<file path="config.mk">
export PLATFORM = sky130hd
export DESIGN_NAME = hsfc_xfer
export DESIGN_NICKNAME = d
export VERILOG_FILES = /design/src/rtl/hsfc_pkg.sv /design/src/rtl/hsfc_xfer.sv
export SDC_FILE = /design/constraint.sdc
export NUM_CORES = 1
export LEC_CHECK = 0
export ABC_AREA = 1
export BUFFER_PORTS_ARGS = -buffer_cell sky130_fd_sc_hd__buf_2
export CAP_MARGIN = 20
export CORE_ASPECT_RATIO = 0.7
export CORE_MARGIN = 2
export CORE_UTILIZATION = 30
export CTS_BUF_LIST = sky130_fd_sc_hd__clkbuf_8
export DETAILED_ROUTE_END_ITERATION = 16
export SKIP_LAST_GASP = 1
export SLEW_MARGIN = 0
export SYNTH_ARGS = -nofsm -noshare
export SYNTH_HDL_FRONTEND = slang
export SYNTH_SLANG_ARGS = --single-unit
</file>
<file path="constraint.sdc">
create_clock -name clk -period 3.6 [get_ports clk]
set_clock_uncertainty 0.1 [all_clocks]
set_input_delay 0.18 -clock clk [delete_from_list [all_inputs] [get_ports clk]]
set_output_delay 0.18 -clock clk [all_outputs]
set_load 0.1 [all_outputs]
</file>
<file path="src/rtl/hsfc_pkg.sv">
// ----------------------------------------------------------------------------
// hsfc_pkg
// Shared constants, codes, types and helpers of the hard-sectored floppy
// controller.
// ----------------------------------------------------------------------------
package hsfc_pkg;

    localparam int DRIVES            = 8;
    localparam int TRACK_COUNT       = 254;
    localparam int SECTORS_PER_TRACK = 32;
    localparam int SECTOR_BYTES      = 137;

    localparam int TRK_BYTES   = SECTORS_PER_TRACK * SECTOR_BYTES;
    localparam int IMG_BYTES   = TRACK_COUNT * TRK_BYTES;
    localparam int STORE_BYTES = DRIVES * IMG_BYTES;

    localparam int IMG_AW = 24;                         // image_address width
    localparam int OFF_W  = $clog2(IMG_BYTES) + 1;      // room for offsets past the image
    localparam int SEL_W  = $clog2(DRIVES + 1);         // drive number or "no drive"
    localparam int DIDX_W = (DRIVES > 1) ? $clog2(DRIVES) : 1;
    localparam int BI_W   = (SECTOR_BYTES > 1) ? $clog2(SECTOR_BYTES) : 1;

    localparam logic [7:0] BP_MARK     = 8'hff;
    localparam logic [7:0] ST_SEL_T0   = 8'h5a;
    localparam logic [7:0] ST_SEL      = 8'h1a;
    localparam logic [7:0] POS_MASK    = 8'h3e;
    localparam logic [7:0] POS_MARK    = 8'hc0;
    localparam logic [7:0] ST_CLR_WE   = 8'hfe;
    localparam logic [7:0] ST_UNLOAD   = 8'hfb & 8'h7f;
    localparam logic [7:0] ST_TRACK0   = 8'h40;
    localparam logic [7:0] ST_LOAD     = 8'h84;
    localparam logic [7:0] ST_WE       = 8'h01;
    localparam logic [7:0] NO_DRIVE_ST = 8'hff;

    localparam logic       KIND_PORT = 1'b0;
    localparam logic       KIND_LOAD = 1'b1;
    localparam logic [1:0] PORT_SEL  = 2'd0;
    localparam logic [1:0] PORT_CTL  = 2'd1;
    localparam logic [1:0] PORT_DATA = 2'd2;
    localparam logic       CFG_ATTACHED = 1'b0;
    localparam logic       CFG_LOCKED   = 1'b1;

    typedef enum logic [1:0] {
        JOB_READ,
        JOB_WRITE,
        JOB_FLUSH,
        JOB_FETCH
    } job_op_t;

    typedef enum logic [2:0] {
        X_IDLE,
        X_SETUP,
        X_FLUSH,
        X_FETCH,
        X_DRAIN,
        X_RDISSUE,
        X_RDWAIT,
        X_DONE
    } xfer_state_t;

    typedef struct packed {
        job_op_t           op;
        logic [DIDX_W-1:0] drive;
        logic [7:0]        track;
        logic [7:0]        sector;
        logic [7:0]        bp;      // pad start for flush, byte index for read/write
        logic              lock;
        logic [7:0]        wdata;
    } job_t;

    typedef struct packed {
        logic       done;
        logic [7:0] rdata;
    } xfer_stat_t;

    typedef struct packed {
        logic            we;
        logic [BI_W-1:0] waddr;
        logic [7:0]      wdata;
        logic            re;
        logic [BI_W-1:0] raddr;
    } buf_req_t;

    typedef struct packed {
        logic              we;
        logic [IMG_AW-1:0] waddr;
        logic [7:0]        wdata;
        logic              re;
        logic [IMG_AW-1:0] raddr;
    } img_req_t;

    // drive number reduced modulo DRIVES, small table over a nibble
    function automatic logic [DIDX_W-1:0] mod_drives(input logic [3:0] v);
        logic [DIDX_W-1:0] r;
        r = '0;
        for (int k = 0; k < 16; k++)
            if (v == 4'(k))
                r = DIDX_W'(k % DRIVES);
        return r;
    endfunction

    // only drives 0..7 have a mask bit
    function automatic logic drive_bit(input logic [7:0] mask, input logic [SEL_W-1:0] idx);
        logic b;
        b = 1'b0;
        for (int k = 0; k < 8; k++)
            if (k < DRIVES && idx == SEL_W'(k))
                b = mask[k];
        return b;
    endfunction

endpackage

</file>
<file path="src/rtl/hsfc_xfer.sv">
// ----------------------------------------------------------------------------
// hsfc_xfer
// Transfer sequencer: sector fetch, flush (pad and commit), buffer byte
// read and write. One byte a cycle through a read pipeline: issue, then write.
// ----------------------------------------------------------------------------
module hsfc_xfer
    import hsfc_pkg::*;
(
    input  logic       clk,
    input  logic       rst_n,
    input  logic       start,
    input  job_t       job,
    input  logic       ack,
    output xfer_stat_t stat,
    output buf_req_t   buf_req,
    input  logic [7:0] buf_rdata,
    output img_req_t   img_req,
    input  logic [7:0] img_rdata
);

    xfer_state_t       state_reg, state_next;
    job_t              job_reg;
    logic [IMG_AW-1:0] drv_base_reg;
    logic [OFF_W-1:0]  off_reg, off_next;
    logic [IMG_AW-1:0] addr_reg, addr_next;
    logic [BI_W-1:0]   idx_reg, idx_next;
    logic [7:0]        rdata_reg, rdata_next;

    // second stage: memory data is back
    logic              p_valid_reg, p_valid_next;
    logic [BI_W-1:0]   p_idx_reg, p_idx_next;
    logic [IMG_AW-1:0] p_addr_reg, p_addr_next;
    logic              p_inr_reg, p_inr_next;
    logic              p_pad_reg, p_pad_next;

    logic              in_range;

    assign in_range = (off_reg < OFF_W'(IMG_BYTES));

    always_ff @(posedge clk or negedge rst_n)
    begin
        if (!rst_n)
        begin
            state_reg   <= X_IDLE;
            p_valid_reg <= 1'b0;
        end
        else
        begin
            state_reg   <= state_next;
            p_valid_reg <= p_valid_next;
        end
    end

    always_ff @(posedge clk)
    begin
        if (state_reg == X_IDLE && start)
        begin
            job_reg      <= job;
            drv_base_reg <= IMG_AW'(job.drive * IMG_BYTES);
            off_reg      <= OFF_W'(job.track * TRK_BYTES + job.sector * SECTOR_BYTES);
        end
        else
        begin
            off_reg <= off_next;
        end
        addr_reg   <= addr_next;
        idx_reg    <= idx_next;
        rdata_reg  <= rdata_next;
        p_idx_reg  <= p_idx_next;
        p_addr_reg <= p_addr_next;
        p_inr_reg  <= p_inr_next;
        p_pad_reg  <= p_pad_next;
    end

    always_comb
    begin
        state_next   = state_reg;
        off_next     = off_reg;
        addr_next    = addr_reg;
        idx_next     = idx_reg;
        rdata_next   = rdata_reg;
        p_valid_next = 1'b0;
        p_idx_next   = idx_reg;
        p_addr_next  = addr_reg;
        p_inr_next   = in_range;
        p_pad_next   = (8'(idx_reg) >= job_reg.bp);
        buf_req      = '0;
        img_req      = '0;

        case (state_reg)
            X_IDLE:
            begin
                if (start)
                begin
                    case (job.op)
                        JOB_READ:
                        begin
                            buf_req.re    = 1'b1;
                            buf_req.raddr = job.bp[BI_W-1:0];
                            state_next    = X_RDWAIT;
                        end
                        JOB_WRITE:
                        begin
                            buf_req.we    = 1'b1;
                            buf_req.waddr = job.bp[BI_W-1:0];
                            buf_req.wdata = job.wdata;
                            state_next    = X_DONE;
                        end
                        default:
                        begin
                            state_next = X_SETUP;
                        end
                    endcase
                end
            end
            X_SETUP:
            begin
                addr_next  = drv_base_reg + IMG_AW'(off_reg);
                idx_next   = '0;
                state_next = (job_reg.op == JOB_FLUSH) ? X_FLUSH : X_FETCH;
            end
            X_FLUSH, X_FETCH:
            begin
                if (state_reg == X_FLUSH)
                begin
                    buf_req.re    = 1'b1;
                    buf_req.raddr = idx_reg;
                end
                else
                begin
                    img_req.re    = in_range;
                    img_req.raddr = addr_reg;
                end
                p_valid_next = 1'b1;
                idx_next     = idx_reg + 1'b1;
                addr_next    = addr_reg + 1'b1;
                off_next     = off_reg + 1'b1;
                if (idx_reg == BI_W'(SECTOR_BYTES - 1))
                begin
                    state_next = X_DRAIN;
                end
            end
            X_DRAIN:
            begin
                state_next = (job_reg.op == JOB_FETCH) ? X_RDISSUE : X_DONE;
            end
            X_RDISSUE:
            begin
                buf_req.re    = 1'b1;
                buf_req.raddr = '0;
                state_next    = X_RDWAIT;
            end
            X_RDWAIT:
            begin
                rdata_next = buf_rdata;
                state_next = X_DONE;
            end
            X_DONE:
            begin
                if (ack)
                begin
                    state_next = X_IDLE;
                end
            end
            default:
            begin
                state_next = X_IDLE;
            end
        endcase

        // second stage writes
        if (p_valid_reg)
        begin
            if (job_reg.op == JOB_FLUSH)
            begin
                if (p_pad_reg)
                begin
                    buf_req.we    = 1'b1;
                    buf_req.waddr = p_idx_reg;
                    buf_req.wdata = 8'h00;
                end
                if (!job_reg.lock && p_inr_reg)
                begin
                    img_req.we    = 1'b1;
                    img_req.waddr = p_addr_reg;
                    img_req.wdata = p_pad_reg ? 8'h00 : buf_rdata;
                end
            end
            else
            begin
                buf_req.we    = 1'b1;
                buf_req.waddr = p_idx_reg;
                buf_req.wdata = p_inr_reg ? img_rdata : 8'h00;
            end
        end
    end

    assign stat.done  = (state_reg == X_DONE);
    assign stat.rdata = rdata_reg;

endmodule

</file>
==> summary.txt, run 1 <==
Detailed routing
  • Wirelength per Cell: 14.2 um
  • Drc violations: 0
  • Final WL: 26200 um
  • Drt initial violations: 509
  • Vias: 8476
  • Antenna Violating Nets Remaining: 0
  • DR vias/cell: 4.61
  • Count of TritonRoute iterations in the first routing pass: 7

Placed design
  • Pre-CTS setup slack: -0.321 ns
  • I/O Buffers: 150
  • Gp weighted congestion: 0.910
  • DP HPWL: 20900 um
  • Post-DP Area: 0.0114 mm^2

Floorplan
  • Die H: 152 um
  • Core box area: 0.0309 mm^2
  • Initial Util: 30.3%
  • I/O pin count: 151
  • Site Rows: 54
  • Total die area: 0.0327 mm^2
  • Die Span X: 215 um

Logic synthesis
  • Post-Syn Instances: 1179
  • Adder-cell share of the synthesized area: 16.9%
  • Top FF cell, synth: edfxtp_1
  • Synth async-reset ratio: 3.17%
  • Post-synthesis simple-gate area fraction: 23.0%
  • Post-synthesis cell area: 0.00939 mm^2
  • Synth Area in XOR/XNOR: 4.85%
  • Post-synth cell types: 49
  • Sequential area share after synthesis: 36.5%
  • Warnings from Yosys: 0
  • Seq cells post-synth: 126
  • Synthesized Nets: 1356
  • Post-synth EDFFs: 88
  • Mux share of post-synthesis cell area: 0%
  • Synth Area in Compound Gates: 9.15%
  • Syn avg cell area: 7.96 um^2
  • Largest family of logic cells by synthesized area: simple AND/OR/NAND/NOR gates

Final layout
  • Layout cells sized above 1: 19.3%
  • Storage element area: 0.00342 mm^2
  • Area growth from synthesis to layout: 29.7%
  • NumNets Final: 1582
  • Layout fillers: 3124
  • Antenna diode count: 0
  • Area used by multi-input combinational logic: 0.00520 mm^2
  • Final Instance Area: 0.0122 mm^2

Global routing
  • Gr ovfl total: 0
  • Total GRT Usage: 16.0%
  • Initial antenna violation count: 0
  • Largest net degree at the start of global routing: 46
  • First-pass GRT wire length: 42200 um
  • Vias in the first global route: 8047

Power
  • Power per Cell Area: 909 mW/mm^2
  • Sw Pwr: 0.00573 W
  • Sw frac: 51.8%
  • Reg power frac: 28.5%
  • Int Pwr: 0.00534 W
  • Clock power frac: 12.7%
  • Peak supply drop: 616 uV
  • Comb pwr share: 58.9%
  • Leak: 5.98 nW

STA
  • Worst hold slack: 0.124 ns
  • Setup violators final: 0
  • Part of the cycle the worst path needs: 94.3%
  • Worst Max-Slew Pin Slew: 1.03 ns
  • Final TNS setup: 0 ns
  • Unrepaired setup endpoints after global routing: yes
  • Final Slew Violations: 0
  • Final hold violations: 0
  • Max_slew headroom: 31.5%
  • Final worst path period need: 3.39 ns
  • Max Fclk: 295 MHz
  • Final WS setup: 0.207 ns

Setup path
  • Arr. time, crit path: 3.52 ns
  • Crit-path max FO: 4
  • Worst setup SP type: input port
  • Kind of critical path: input port to flip-flop
  • Setup crit end kind: flip-flop
  • R2r worst-path depth: 11
  • Required time of the critical path: 3.72 ns

CTS
  • Skew-Pair Late Insertion Delay: 0.46 ns
  • Htree depth: 4
  • Worst-case clock buffer depth: 2
  • Clk sink count: 126
  • Worst-path clk slew: 0.08 ns
  • Post-CTS setup buffer count: 0
  • Num CTS Buffers: 17
  • CTS tree: built
  • Clock root cell: clkbuf_8

Worst hold path
  • WHS Path Cells: 4
  • Worst hold path class: input port to flip-flop

Flow run
  • Max-capacitance violation count: 0

Status
  • Outcome: finished, final reports clean
==> final cells by class <==
cell class	instances	share of cell area, %
tap	420	4.32
timing repair buffer	226	14.5
multi-input combinational	818	42.7
inverter	216	6.66
clock inverter	15	1.73
sequential	126	28.1
clock buffer	17	1.92
==> through the flow <==
stage	cells	total power, W	util, %
after floorplan	1179	0.00763	-
after global placement	1777	0.00954	36.8
after detailed placement	1777	0.00961	36.8
after CTS	1838	0.0111	39.2
after global routing	1838	0.0119	39.3
final	1838	0.0111	39.3
==> worst paths after layout <==
path / to / from / slack (ns)
worst min-delay path: off_reg[3]$_DFFE_PP_ / job[20] / 0.12
worst max register to register: addr_reg[20]$_DFFE_PN_ / drv_base_reg[20]$_DFFE_PP_ / 1.03
max in group asynchronous: state_reg[0]$_DFFE_PN0P_ / rst_n / 2.67
min in group asynchronous: p_valid_reg$_DFF_PN0_ / rst_n / 0.54
worst max-delay path: off_reg[20]$_DFFE_PP_ / job[27] / 0.21
worst min register to register: p_addr_reg[23]$_DFF_P_ / addr_reg[23]$_DFFE_PN_ / 0.29
==> worst max-delay path, stage by stage <==
cell	delay (ns)
buf_2	0.12
ha_1	0.29
ha_1	0.30
ha_1	0.22
inv_1	0.07
fa_1	0.43
fa_1	0.49
inv_1	0.04
ha_1	0.32
ha_4	0.26
a21oi_1	0.17
nand2_1	0.07
nand2_1	0.08
nand3_2	0.10
nand3_1	0.11
nand2_1	0.07
nand2_1	0.06
nand2_1	0.04
nand2_1	0.05
nand2_1	0.05
==> synth_stat cells, drive strengths merged, types with 2 or more instances <==
master | number | area, um^2
nand3 | 74 | 385
nor3 | 22 | 149
a21oi | 49 | 249
dfxtp | 34 | 681
o22ai | 25 | 156
clkbuf | 10 | 38.8
xor2 | 34 | 298
buf | 9 | 52.6
or2 | 4 | 27.5
xnor2 | 18 | 158
fa | 13 | 260
o21bai | 2 | 15.0
o211ai | 2 | 15.0
nand4 | 17 | 113
dfrtp | 4 | 100
edfxtp | 88 | 2640
nor2 | 138 | 561
a31oi | 3 | 18.8
ha | 106 | 1330
a21o | 4 | 30.0
inv | 215 | 807
o21ai | 63 | 327
nor4 | 4 | 25.0
nand3b | 2 | 15.0
nand2 | 231 | 877
==> kinds of logic after synthesis <==
logic type / Yosys count
XOR/XNOR: 52
AO/OA/AOI/OAI: 154
adder cells (fa/ha/maj): 119
AND/OR/NAND/NOR: 493
buffers and inverters: 235
flip-flops: 126
==> timing repair <==
| item | CTS | global route |
|---|---|---|
| resized for setup | 0 | 8 |
| setup endpoints to repair | 0 | 5 |
| hold buffers | 29 | 0 |
| hold endpoints to repair | 31 | 0 |
==> layer usage <==
layer	vias up	global-route usage (%)	routed length [um]	part of all wire [%]
li1	4316	-	-	-
met1	3904	23.5	13300	51
met2	233	24.1	11200	43
met3	23	2.82	1330	5.1
met4	0	4.11	342	1.3
met5	-	0	0	0
==> placed cells by master, fill, tap and decap left out, drive strengths merged, types with 2 or more instances in the layout <==
master / synthesis / routed
nand2: 231 / 231
xor2: 34 / 34
a21oi: 49 / 49
dlygate4sd3: 0 / 29
clkbuf: 10 / 17
xnor2: 18 / 18
edfxtp: 88 / 88
fa: 13 / 13
or2: 4 / 4
ha: 106 / 106
buf: 9 / 197
nor2: 138 / 138
o211ai: 2 / 2
dfxtp: 34 / 34
clkinv: 1 / 8
o21ai: 63 / 63
nand4: 17 / 17
a31oi: 3 / 3
o22ai: 25 / 25
a21o: 4 / 4
o21bai: 2 / 2
nand3b: 2 / 2
inv: 215 / 218
nand3: 74 / 74
nor4: 4 / 4
dfrtp: 4 / 4
nor3: 22 / 22
bufinv: 0 / 4
==> power by group through the flow <==
| stage | clock, W | combinational, W | sequential (W) |
|---|---|---|---|
| global route | 0.00148 | 0.00715 | 0.00324 |
| finish | 0.00140 | 0.00651 | 0.00315 |
| global placement | 0 | 0.00638 | 0.00316 |
| detailed placement | 0 | 0.00643 | 0.00318 |
| CTS | 0.00143 | 0.00649 | 0.00314 |
| floorplan | 0 | 0.00458 | 0.00305 |
(Power assumes the default switching activity.)
==> run 2, diff against run 1 <==
--- a/config.mk
+++ b/config.mk
@@ -6,7 +6,7 @@
 export NUM_CORES = 1
 export LEC_CHECK = 0
 export ABC_AREA = 1
-export BUFFER_PORTS_ARGS = -buffer_cell sky130_fd_sc_hd__buf_2
+export BUFFER_PORTS_ARGS = -buffer_cell sky130_fd_sc_hd__buf_4
 export CAP_MARGIN = 20
 export CORE_ASPECT_RATIO = 0.7
 export CORE_MARGIN = 2
==> summary.txt, run 2 (synthesized netlist as in run 1, its figures left out) <==
Status
  • Outcome: finished, final reports clean

STA
  • Final worst path period need: 3.40 ns
  • Final hold violations: 0
  • Unrepaired setup endpoints after global routing: yes
  • Final WS setup: 0.199 ns
  • Final Slew Violations: 0
  • Final TNS setup: 0 ns
  • Max_slew headroom: 58.2%
  • Max Fclk: 294 MHz
  • Setup violators final: 0
  • Worst Max-Slew Pin Slew: 0.624 ns
  • Part of the cycle the worst path needs: 94.5%

Detailed routing
  • Drt initial violations: 531
  • Count of TritonRoute iterations in the first routing pass: 5
  • Drc violations: 0
  • DR vias/cell: 4.61
  • Antenna Violating Nets Remaining: 0
  • Vias: 8468
  • Final WL: 26100 um
  • Wirelength per Cell: 14.2 um

Power
  • Peak supply drop: 463 uV
  • Power per Cell Area: 897 mW/mm^2
  • Leak: 5.94 nW

Floorplan
  • Total die area: 0.0327 mm^2
  • Die Span X: 215 um
  • Initial Util: 30.3%
  • Site Rows: 54
  • Die H: 152 um
  • I/O pin count: 151
  • Core box area: 0.0309 mm^2

CTS
  • Num CTS Buffers: 17
  • CTS tree: built
  • Skew-Pair Late Insertion Delay: 0.45 ns
  • Htree depth: 4
  • Clock root cell: clkbuf_8
  • Worst-path clk slew: 0.08 ns
  • Post-CTS setup buffer count: 0
  • Worst-case clock buffer depth: 2
  • Clk sink count: 126

Setup path
  • Worst setup SP type: input port
  • Crit-path max FO: 4
  • Required time of the critical path: 3.69 ns
  • Arr. time, crit path: 3.49 ns
  • Setup crit end kind: flip-flop
  • Kind of critical path: input port to flip-flop

Worst hold path
  • Worst hold path class: input port to flip-flop

Final layout
  • Layout cells sized above 1: 19.4%
  • Final Instance Area: 0.0122 mm^2
  • Commonest cells after routing, fill and taps aside: nand2_1, inv_1, buf_4
  • Layout fillers: 3173
  • Area growth from synthesis to layout: 29.8%
  • Antenna diode count: 0
  • Most common cell after layout, fill and taps aside: nand2_1
  • NumNets Final: 1580

Placed design
  • Post-DP Area: 0.0114 mm^2
  • I/O Buffers: 150
  • Gp weighted congestion: 0.910
  • Pre-CTS setup slack: -0.336 ns
  • DP HPWL: 20800 um

Global routing
  • Initial antenna violation count: 0
  • First-pass GRT wire length: 42500 um
  • Vias in the first global route: 8144
  • Largest net degree at the start of global routing: 46
  • Gr ovfl total: 0
  • Total GRT Usage: 16.0%

Flow run
  • Max-capacitance violation count: 0
-- run 2: cell count changes in the layout (fill, tap and decap cells not counted), moves of 2 or more --
cell | previous run | this run
buf_2 | 125 | 0
ha_4 | 8 | 10
buf_12 | 25 | 0
buf_4 | 47 | 195
ha_1 | 98 | 96
-- run 2: critical path, stage by stage --
cell and delay (ns):
dlygate4sd3_1 0.53, buf_4 0.15, ha_1 0.27, inv_1 0.05, fa_1 0.50, fa_1 0.55, inv_1 0.04, ha_1 0.33
a21oi_1 0.22, nand2_1 0.14, nand3_1 0.09, nand4_1 0.11, nand2_1 0.13, nor2_1 0.05, nand3_1 0.07, nand3_1 0.08
-- run 2: routing by layer --
layer | share of wire, % | vias up | global-route usage [%]
met5 | 0 | - | 0
met4 | 1.5 | 0 | 4.14
met3 | 5.7 | 29 | 2.82
met2 | 42 | 255 | 24.0
met1 | 51 | 3877 | 23.5
li1 | - | 4307 | -
-- run 2: area by class of cell --
cell class              count  area, um^2  share of cell area, %
multi-input cells         818        5230                   42.9
flip-flops and latches    126        3420                   28.1
repair buffers            224        1750                   14.4
inverters                 216         811                   6.66
well taps                 420         526                   4.31
clock buffers              17         234                   1.92
clock inverters            15         209                   1.72
-- run 2: timing repair --
action,CTS,global route
hold endpoints to repair,31,0
hold buffers,29,0
resized for setup,0,13
endpoints found under the setup margin,0,5
-- run 2: path summary, 6_finish.rpt --
check | from | endpoint | slack [ns] | depth (start not counted)
setup / recovery | job[18] | off_reg[19]$_DFFE_PP_ | 0.20 | 16
hold / removal | job[20] | off_reg[3]$_DFFE_PP_ | 0.08 | 4
setup reg to reg | drv_base_reg[20]$_DFFE_PP_ | addr_reg[20]$_DFFE_PN_ | 1.07 | 11
hold reg to reg | addr_reg[23]$_DFFE_PN_ | p_addr_reg[23]$_DFF_P_ | 0.28 | 0
max in group asynchronous | rst_n | state_reg[0]$_DFFE_PN0P_ | 2.62 | 3
min in group asynchronous | rst_n | state_reg[1]$_DFFE_PN0P_ | 0.57 | 3
-- run 2: per-stage QoR --
stage | hold slack, ns | util (%) | power [W] | std cells
after floorplan | -0.216 | - | 0.00763 | 1179
after global placement | -0.117 | 36.8 | 0.00939 | 1775
after global routing | 0.0961 | 39.4 | 0.0118 | 1836
after detailed placement | -0.114 | 36.8 | 0.00944 | 1775
after CTS | 0.0634 | 39.1 | 0.0109 | 1836
final | 0.0836 | 39.4 | 0.0109 | 1836
-- run 2: power by group --
| group | total [W] | switching [W] | leakage, nW | internal, W |
|---|---|---|---|---|
| Sequential | 0.00315 | 0.000626 | 1.18 | 0.00252 |
| Clock | 0.00140 | 0.000637 | 0.221 | 0.000766 |
| Combinational | 0.00637 | 0.00441 | 4.54 | 0.00196 |
| Total | 0.0109 | 0.00568 | 5.94 | 0.00525 |
